<file path="src/rtl/core/edfts_pkg.sv">
// Shared types, codes and defaults for the EDF task queue scheduler.
// No dependencies; imported by edfts_cell, edf_task_queue_scheduler_core and the verif files.
package edfts_pkg;

  // Field widths fixed by the item format
  localparam int unsigned ACTION_W = 2;
  localparam int unsigned ID_W     = 8;
  localparam int unsigned TIME_W   = 32;
  localparam int unsigned COUNT_W  = 5;
  localparam int unsigned TOTAL_W  = 16;
  localparam int unsigned EVENT_W  = 8;
  localparam int unsigned CFG_DW   = 32;
  localparam int unsigned CFG_AW   = 3;

  // Defaults
  localparam int unsigned QUEUE_DEPTH_DEF = 16;
  localparam logic [EVENT_W-1:0] DISPATCH_AFTER_RESET = 8'd3;

  // Register word index
  localparam logic REG_DISPATCH_AFTER = 1'b0;

  // Action codes; any other code is a plain tick
  localparam logic [ACTION_W-1:0] ACT_RELEASE  = 2'd0;
  localparam logic [ACTION_W-1:0] ACT_COMPLETE = 2'd1;
  localparam logic [ACTION_W-1:0] ACT_TICK     = 2'd2;

  // Cell commands
  typedef logic [1:0] cell_cmd_t;
  localparam cell_cmd_t CMD_HOLD   = 2'd0;
  localparam cell_cmd_t CMD_INSERT = 2'd1;
  localparam cell_cmd_t CMD_POP    = 2'd2;

  // Per-cell control from the sequencer and the left neighbor
  typedef struct packed {
    cell_cmd_t cmd;
    logic      occupied;
    logic      left_gt;
  } cell_ctl_t;

endpackage

</file>
<file path="src/rtl/core/edf_task_queue_scheduler_core.sv">
// Top level of the EDF task queue scheduler: sequencer, counters, APB
// register and a row of edfts_cell slots. Depends on edfts_pkg, edfts_cell.
//
//  channel  | handshake        | payload
//  ---------+------------------+--------------------------------------------
//  input    | start / busy     | in_action, in_task_id, in_deadline, in_now
//  result   | out_strobe       | out_dispatch_*, out_preempt_*, out_done_*,
//           |                  | out_late_*, out_dropped, out_active_count,
//           |                  | out_completed_total, out_overdue_total
//  config   | psel/penable/... | dispatch_after_events at byte address 0
//
// For an item, the accept edge inserts or pops in the cell row, the next
// edge does the overdue check of the head and the dispatch, and the result
// shows with out_strobe in the cycle after that. No new item is taken while
// busy. busy is high for the one resolve cycle. Reset is synchronous,
// active low, and empties the queue at once. The receiver cannot stall.
module edf_task_queue_scheduler_core #(
  parameter int unsigned QUEUE_DEPTH = edfts_pkg::QUEUE_DEPTH_DEF
) (
  input  logic                          clk,
  input  logic                          rst_n,
  // input channel
  input  logic                          start,
  output logic                          busy,
  input  logic [edfts_pkg::ACTION_W-1:0] in_action,
  input  logic [edfts_pkg::ID_W-1:0]    in_task_id,
  input  logic [edfts_pkg::TIME_W-1:0]  in_deadline,
  input  logic [edfts_pkg::TIME_W-1:0]  in_now,
  // result channel
  output logic                          out_strobe,
  output logic                          out_dispatch_valid,
  output logic [edfts_pkg::ID_W-1:0]    out_dispatch_id,
  output logic                          out_preempt_valid,
  output logic [edfts_pkg::ID_W-1:0]    out_preempt_id,
  output logic                          out_done_valid,
  output logic [edfts_pkg::ID_W-1:0]    out_done_id,
  output logic                          out_late_valid,
  output logic [edfts_pkg::ID_W-1:0]    out_late_id,
  output logic                          out_dropped,
  output logic [edfts_pkg::COUNT_W-1:0] out_active_count,
  output logic [edfts_pkg::TOTAL_W-1:0] out_completed_total,
  output logic [edfts_pkg::TOTAL_W-1:0] out_overdue_total,
  // configuration port
  input  logic                          psel,
  input  logic                          penable,
  input  logic                          pwrite,
  input  logic [edfts_pkg::CFG_AW-1:0]  paddr,
  input  logic [edfts_pkg::CFG_DW-1:0]  pwdata,
  output logic [edfts_pkg::CFG_DW-1:0]  prdata,
  output logic                          pready
);
  import edfts_pkg::*;

  localparam int unsigned FW = $clog2(QUEUE_DEPTH + 1);

  localparam logic ST_IDLE    = 1'b0;
  localparam logic ST_RESOLVE = 1'b1;

  // Sequencer and control state
  logic              state_r, state_nxt;
  logic [FW-1:0]     fill_r, fill_nxt;
  logic              run_r, run_nxt;
  logic [EVENT_W-1:0] ev_r, ev_nxt;
  logic [TOTAL_W-1:0] comp_r, comp_nxt;
  logic [TOTAL_W-1:0] over_r, over_nxt;
  logic [EVENT_W-1:0] dae_r;
  logic              strobe_r;

  // Per-item holding registers
  logic [TIME_W-1:0] now_r;
  logic              pre_v_r, done_v_r, drop_r;
  logic [ID_W-1:0]   pre_id_r, done_id_r;

  // Result registers
  logic              disp_v_r, late_v_r, o_pre_v_r, o_done_v_r, o_drop_r;
  logic [ID_W-1:0]   disp_id_r, late_id_r, o_pre_id_r, o_done_id_r;

  // Cell row
  cell_cmd_t         row_cmd;
  logic [ID_W-1:0]   cid [QUEUE_DEPTH];
  logic [TIME_W-1:0] cdl [QUEUE_DEPTH];
  logic              cgt [QUEUE_DEPTH];

  logic accept, is_rel, is_cmp, full, hit, ins, late, disp;
  logic run_after;
  logic [FW-1:0] fill_after;
  logic [FW+COUNT_W-1:0] fill_ext;

  assign accept = start && !busy;
  assign busy   = (state_r == ST_RESOLVE);
  assign is_rel = (in_action == ACT_RELEASE);
  assign is_cmp = (in_action == ACT_COMPLETE);
  assign full   = (fill_r == FW'(QUEUE_DEPTH));
  assign hit    = (fill_r != '0) && (cid[0] == in_task_id);
  assign ins    = is_rel && !full;

  // Overdue check and dispatch on the resolve cycle
  assign late       = (fill_r != '0) && (now_r > cdl[0]);
  assign fill_after = late ? fill_r - FW'(1) : fill_r;
  assign run_after  = late ? 1'b0 : run_r;
  assign disp       = (ev_r >= dae_r) && (fill_after != '0) && !run_after;

  // Row command
  always_comb begin
    row_cmd = CMD_HOLD;
    if (state_r == ST_RESOLVE) begin
      if (late) row_cmd = CMD_POP;
    end else if (accept) begin
      if (ins) row_cmd = CMD_INSERT;
      else if (is_cmp && hit) row_cmd = CMD_POP;
    end
  end

  // Build the cell row
  for (genvar g = 0; g < QUEUE_DEPTH; g++) begin : g_cell
    cell_ctl_t         ctl;
    logic              lgt;
    logic [ID_W-1:0]   lid, rid;
    logic [TIME_W-1:0] ldl, rdl;
    if (g == 0) begin : g_first
      assign lid = '0;
      assign ldl = '0;
      assign lgt = 1'b0;
    end else begin : g_mid
      assign lid = cid[g-1];
      assign ldl = cdl[g-1];
      assign lgt = cgt[g-1];
    end
    if (g == QUEUE_DEPTH - 1) begin : g_last
      assign rid = cid[g];
      assign rdl = cdl[g];
    end else begin : g_inner
      assign rid = cid[g+1];
      assign rdl = cdl[g+1];
    end
    assign ctl = '{cmd: row_cmd, occupied: (FW'(g) < fill_r), left_gt: lgt};

    edfts_cell u_cell (
      .clk      (clk),
      .ctl      (ctl),
      .new_id   (in_task_id),
      .new_dl   (in_deadline),
      .left_id  (lid),
      .left_dl  (ldl),
      .right_id (rid),
      .right_dl (rdl),
      .id       (cid[g]),
      .dl       (cdl[g]),
      .gt       (cgt[g])
    );
  end

  // Next control state
  always_comb begin
    state_nxt = state_r;
    fill_nxt  = fill_r;
    run_nxt   = run_r;
    ev_nxt    = ev_r;
    comp_nxt  = comp_r;
    over_nxt  = over_r;
    unique case (state_r)
      ST_IDLE: begin
        if (accept) begin
          state_nxt = ST_RESOLVE;
          if ((is_rel || is_cmp) && (ev_r != '1)) ev_nxt = ev_r + EVENT_W'(1);
          if (ins) begin
            fill_nxt = fill_r + FW'(1);
            if (cgt[0] && (fill_r != '0)) run_nxt = 1'b0;
          end else if (is_cmp && hit) begin
            fill_nxt = fill_r - FW'(1);
            run_nxt  = 1'b0;
            if (comp_r != '1) comp_nxt = comp_r + TOTAL_W'(1);
          end
        end
      end
      ST_RESOLVE: begin
        state_nxt = ST_IDLE;
        fill_nxt  = fill_after;
        run_nxt   = run_after || disp;
        if (late && (over_r != '1)) over_nxt = over_r + TOTAL_W'(1);
      end
      default: state_nxt = ST_IDLE;
    endcase
  end

  always_ff @(posedge clk) begin
    if (!rst_n) begin
      state_r  <= ST_IDLE;
      fill_r   <= '0;
      run_r    <= 1'b0;
      ev_r     <= '0;
      comp_r   <= '0;
      over_r   <= '0;
      strobe_r <= 1'b0;
    end else begin
      state_r  <= state_nxt;
      fill_r   <= fill_nxt;
      run_r    <= run_nxt;
      ev_r     <= ev_nxt;
      comp_r   <= comp_nxt;
      over_r   <= over_nxt;
      strobe_r <= (state_r == ST_RESOLVE);
    end
  end

  // Capture the item's first-phase outcome
  always_ff @(posedge clk) begin
    if (accept) begin
      now_r     <= in_now;
      drop_r    <= is_rel && full;
      pre_v_r   <= ins && cgt[0] && (fill_r != '0) && run_r;
      pre_id_r  <= cid[0];
      done_v_r  <= is_cmp && hit;
      done_id_r <= cid[0];
    end
  end

  // Register the result
  always_ff @(posedge clk) begin
    if (state_r == ST_RESOLVE) begin
      disp_v_r    <= disp;
      disp_id_r   <= disp ? (late ? cid[1] : cid[0]) : '0;
      late_v_r    <= late;
      late_id_r   <= late ? cid[0] : '0;
      o_pre_v_r   <= pre_v_r;
      o_pre_id_r  <= pre_v_r ? pre_id_r : '0;
      o_done_v_r  <= done_v_r;
      o_done_id_r <= done_v_r ? done_id_r : '0;
      o_drop_r    <= drop_r;
    end
  end

  // Configuration register
  always_ff @(posedge clk) begin
    if (!rst_n) begin
      dae_r <= DISPATCH_AFTER_RESET;
    end else if (psel && penable && pwrite && (paddr[2] == REG_DISPATCH_AFTER)) begin
      dae_r <= pwdata[EVENT_W-1:0];
    end
  end

  assign pready = 1'b1;
  assign prdata = (paddr[2] == REG_DISPATCH_AFTER) ? CFG_DW'(dae_r) : '0;

  assign fill_ext = {{COUNT_W{1'b0}}, fill_r};

  assign out_strobe          = strobe_r;
  assign out_dispatch_valid  = disp_v_r;
  assign out_dispatch_id     = disp_id_r;
  assign out_preempt_valid   = o_pre_v_r;
  assign out_preempt_id      = o_pre_id_r;
  assign out_done_valid      = o_done_v_r;
  assign out_done_id         = o_done_id_r;
  assign out_late_valid      = late_v_r;
  assign out_late_id         = late_id_r;
  assign out_dropped         = o_drop_r;
  assign out_active_count    = fill_ext[COUNT_W-1:0];
  assign out_completed_total = comp_r;
  assign out_overdue_total   = over_r;

endmodule

</file>
<file path="src/rtl/core/edfts_cell.sv">
// One slot of the sorted queue: holds an id and a deadline and trades them
// with its neighbors. Depends on edfts_pkg.
module edfts_cell (
  input  logic                         clk,
  input  edfts_pkg::cell_ctl_t         ctl,
  input  logic [edfts_pkg::ID_W-1:0]   new_id,
  input  logic [edfts_pkg::TIME_W-1:0] new_dl,
  input  logic [edfts_pkg::ID_W-1:0]   left_id,
  input  logic [edfts_pkg::TIME_W-1:0] left_dl,
  input  logic [edfts_pkg::ID_W-1:0]   right_id,
  input  logic [edfts_pkg::TIME_W-1:0] right_dl,
  output logic [edfts_pkg::ID_W-1:0]   id,
  output logic [edfts_pkg::TIME_W-1:0] dl,
  output logic                         gt
);
  import edfts_pkg::*;

  logic [ID_W-1:0]   id_r, id_nxt;
  logic [TIME_W-1:0] dl_r, dl_nxt;

  // The new item goes before this slot if the slot is empty or later
  assign gt = !ctl.occupied || (dl_r > new_dl);

  // Pick insert, shift or pop
  always_comb begin
    id_nxt = id_r;
    dl_nxt = dl_r;
    unique case (ctl.cmd)
      CMD_INSERT: begin
        if (ctl.left_gt) begin
          id_nxt = left_id;
          dl_nxt = left_dl;
        end else if (gt) begin
          id_nxt = new_id;
          dl_nxt = new_dl;
        end
      end
      CMD_POP: begin
        id_nxt = right_id;
        dl_nxt = right_dl;
      end
      default: begin
        id_nxt = id_r;
        dl_nxt = dl_r;
      end
    endcase
  end

  always_ff @(posedge clk) begin
    id_r <= id_nxt;
    dl_r <= dl_nxt;
  end

  assign id = id_r;
  assign dl = dl_r;

endmodule

</file>
<file path="config.mk">
export PLATFORM = sky130hd
export DESIGN_NAME = edf_task_queue_scheduler_core
export DESIGN_NICKNAME = d
export VERILOG_FILES = /design/src/rtl/core/edfts_pkg.sv /design/src/rtl/core/edf_task_queue_scheduler_core.sv /design/src/rtl/core/edfts_cell.sv
export SDC_FILE = /design/constraint.sdc
export NUM_CORES = 2
export LEC_CHECK = 0
export BUFFER_PORTS_ARGS = -buffer_cell sky130_fd_sc_hd__buf_2
export CELL_PAD_IN_SITES_DETAIL_PLACEMENT = 1
export CELL_PAD_IN_SITES_GLOBAL_PLACEMENT = 1
export CORE_ASPECT_RATIO = 2
export CORE_MARGIN = 8
export CORE_UTILIZATION = 40
export CTS_BUF_LIST = sky130_fd_sc_hd__clkbuf_2
export DETAILED_ROUTE_END_ITERATION = 16
export GPL_ROUTABILITY_DRIVEN = 0
export PLACE_DENSITY_LB_ADDON = 0.1
export SLEW_MARGIN = 0
export SYNTH_ARGS = -nofsm -noshare
export SYNTH_HDL_FRONTEND = slang
export SYNTH_HIERARCHICAL = 1
export SYNTH_SLANG_ARGS = --single-unit
</file>
<file path="constraint.sdc">
create_clock -name clk -period 16.1 [get_ports clk]
set_clock_uncertainty 0.2 [all_clocks]
set_input_delay 0 -clock clk [delete_from_list [all_inputs] [get_ports clk]]
set_output_delay 0 -clock clk [all_outputs]
set_load 0.05 [all_outputs]
</file>
== After elaboration in Yosys (flattened, before gate mapping) ==
Index checks and enable logic that the tools add are counted.
Cells by class
  bitwise operators: 3
  order comparisons: 34
  eq/ne operators: 26
  add/subtract/negate cells: 5
  reductions and logical operators: 80
  muxes and demuxes: 112
Operator list (count)
  $mux W32: 31
  $pmux W32 S2: 15
  $gt A32 B32 Y1: 17
  $mux W8: 33
  $pmux W8 S2: 15
  $lt A4 B5 Y1 const A: 8
  $ne A3 B1 Y1 const B: 12
  $reduce_and A2 Y1: 18
  $add A16 B1 Y16 const B: 2
  $ne A16 B16 Y1 const B: 2
  $lt A3 B5 Y1 const A: 4
  $mux W5: 4
  $logic_not A1 Y1: 19
  $logic_or A1 B1 Y1: 18
  $logic_and A1 B1 Y1: 17
  $lt A1 B5 Y1 const A: 2
  $lt A2 B5 Y1 const A: 2
  $mux W2: 5
  $pmux W5 S2: 1
  $reduce_bool A5 Y1: 2
  $add A8 B1 Y8 const B: 1
  $eq A8 B8 Y1: 1
  $ge A8 B8 Y1: 1
  $ne A8 B8 Y1 const B: 1
  other kinds (16): 29
Word-level totals
  output and inout port bits: 109
  register bits after elaboration: 776
  logic and storage cells: 314
  input bits: 115

== Logic depth before layout (Yosys ltp) ==
  depth in word-level cells: 10
  gate-level depth with buffers: 13
  depth with buffers taken out: 12

== Modules after synthesis ==
The synthesis kept the hierarchy.
By module, submodules not included
  edfts_cell at g_cell[0].u_cell ...: instances 15, sequential area each 1201.2 µm², area each 2877.8 µm², cells an instance 294
  edf_task_queue_scheduler_core: instances 1, sequential area each 3523.4 µm², area each 6912.9 µm², cells an instance 676
  edfts_cell at g_cell[15].u_cell: instances 1, sequential area each 1201.2 µm², area each 2884.0 µm², cells an instance 294

== Worst setup path before layout ==
OpenSTA, ideal clock, no wires.
  path kind: reg-to-reg
  start: reg state_r (netlist: busy)
  end: reg g_cell[0].u_cell.dl_r[0] (enable)
  arrival time: 6436 ps
  data required time: 15307 ps
  path slack: 8871 ps
  buffers on the path: 1
  setup time: 593 ps
  cell stages (with the launch flop): 5
  clock period less this slack: 7229 ps
  path through: dfxtp_1 > inv_1 > clkbuf_1 > o21ai_0 > o311ai_2
RTL lines
  start, declared: line edf_task_queue_scheduler_core.sv:60  | logic state_r, state_nxt;
  start signal, assigned: line edf_task_queue_scheduler_core.sv:196  | state_r <= state_nxt;
  end signal, assigned: line edfts_cell.sv:51  | dl_r <= dl_nxt;
  end, declared: line edfts_cell.sv:19  | logic [TIME_W-1:0] dl_r, dl_nxt;

==> out/qor.yml <==
timing:
  grt_setup_unrepaired: "no"
  layout_min_cycle_time_ns: 7.79
  fin_tns_setup_ns: 0
  finalCritPeriodShare_pct: 48.4
  relSlewSlack_pct: 21.3
  hold_viol: 0
  final.setup.worst_slack_ns: 8.31
  fmax_ghz: 0.128
  maxSlewViolCount: 0
  tightestPinTransition_ns: 1.18
  setup_viol: 0
finish:
  area_growth_pct: 16.6
  nNetsFinal: 6679
  design_area_um2: 61700
  drive_gt1_share_pct: 10.5
  layoutNonFillerInstCount: 7882
detailed_routing:
  wl_per_cell_um: 22.9
  avgViaCountPerCell: 5.59
  drtPass1Iterations: 5
  postRouteAntennaNets: 0
  vias: 44100
  wl_um: 181000
  first_iter_violations: 1964
  drc: 0
global_routing:
  grt_start_max_net_pins: 82
  grt_pass1_wl_um: 279000
  grt.overflow.total: 0
  grt_antenna_before_repair: 5
  grt_pass1_vias: 50300
  grt_usage_pct: 24.6
placed_design:
  dp_cells: 7164
  placed_cell_area_um2: 56200
  hpwl_um: 123000
  io_buffers: 172
  dp_slack_ns: 9.89
worst_setup_path:
  critPathArrivalTime_ns: 8.76
  cp_slowest_cell: "dlygate4sd3_1"
  start_kind: "flip-flop"
  crit_type: "flip-flop to flip-flop"
  max_stage_delay_ns: 0.85
  crit_required_ns: 17.07
  path_cells: "inv_1, ha_1, or3b_1, o2111ai_1, dlygate4sd3_1, nor3_4, dlygate4sd3_1, dlygate4sd3_1, nand2_1, o21ai_4, buf_4, nor2b_4, buf_4, a21oi_1, o211ai_4, buf_4"
  critPathMaxFanout: 81
  end_kind: "flip-flop"
die:
  core_um2: 132000
  die_w_um: 273
  fp.dieArea_um2: 145000
  die_y_um: 531
  initial_core_util_pct: 40.1
  pin_count: 224
  std_cell_rows: 189
clocking:
  cts_sinks: 776
  cts_setup_buffers: 0
  cts-root-buf: "clkbuf_2"
  clockBufferDepth: 3
  h-tree-depth: 4
  clk_latency_ns: 1.56
  cts_resized: 0
  cts_tree: "done"
  path_clk_slew_ns: 0.12
  numCtsBuffers: 191
  holdBufCountCts: 368
flow_run:
  maxCapViolCount: 0
synth:
  synth.cell_area_um2: 53000
  syn_inst: 5378
  yosysWarnings: 6
  avgSynthCellArea_um2: 9.85
pwr:
  ir_worst_vdd_mv: 0.0630
  leakage_uw: 0.0287
  power_density_nw_per_um2: 79.3
run_status:
  status: "finished clean"
hold_path:
  hp-class: "flip-flop to flip-flop"
==> critical path, delay by kind of cell, from the launching register on <==
kind,cells,cell delay (ns)
flops,1,0.69
buf+inv,7,3.97
compound gates,4,1.01
simple gates,4,1.09
fa+ha+maj,1,0.34
==> placed cells by master (no fill, tap or decap), drive strengths merged, types with 18 or more instances in the layout <==
cell type and instances:
and2 30, clkinv 63, o21ai 712, dlygate4sd3 368, nor4 38, inv 587, ha 558, nand2b 35
a2111oi 23, nand2 746, nor2b 35, clkbuf 273, nand4 144, conb 66, xnor2 28, edfxtp 720
a21oi 224, mux2i 644, dfxtp 56, nor2 103, buf 270, a211oi 18, nor3 33, a21o 66
nand3 117, o211ai 21
==> registers in the layout, summed over array words and instances (netlist names), 16 cells and up <==
register,flops
out_overdue_total,16
now_r,32
g_cell.u_cell/dl,512
g_cell.u_cell/id,128
out_completed_total,16
==> per-stage QoR <==
stage / hold WS, ns / utilization [%] / power [uW]
after CTS: 0.0160 / 46.8 / 4970
after floorplan: -0.101 / - / 3060
final: 0.248 / 46.8 / 4890
after global placement: -0.0199 / 42.6 / 3330
after detailed placement: -0.0209 / 42.6 / 3400
after global routing: 0.114 / 46.8 / 5160
==> power by group <==
part,leakage (uW),total (uW),switching (uW),internal [uW]
sequential,0.00717,2520,125,2390
clock,0.00136,1450,894,556
combinational,0.0201,927,572,355
==> routing by layer <==
metal  share of wire [%]  wire length (um)  vias up  track usage (%)
met5              0.0044                 8        -                0
met4                 5.2              9350        2             12.3
met3                 2.7              4880      571             3.28
met2                  57            103000      925             49.5
met1                  35             63700    21900             23.8
li1                    -                 -    20700                -
==> worst paths after layout <==
kind | startpoint | end | slack (ns) | cells past startpoint
max reg2reg | out_active_count[1] | g_cell[15].u_cell/dl[19] | 8.31 | 16
max | out_active_count[1] | g_cell[15].u_cell/dl[19] | 8.31 | 16
min | drop_r | out_dropped | 0.25 | 0
min reg2reg | drop_r | out_dropped | 0.25 | 0
==> layout make-up <==
class                           instances  area [um^2]
Multi-Input combinational cell       3813        27500
Sequential cell                       776        22700
Fill cell                           15000        70200
Tap cell                             1719         2150
Clock inverter                         70          447
Timing Repair Buffer                  638         5280
Inverter                              586         2200
Clock buffer                          273         1370
Antenna cell                            7         17.5
Power figures use the tool's default switching activity.
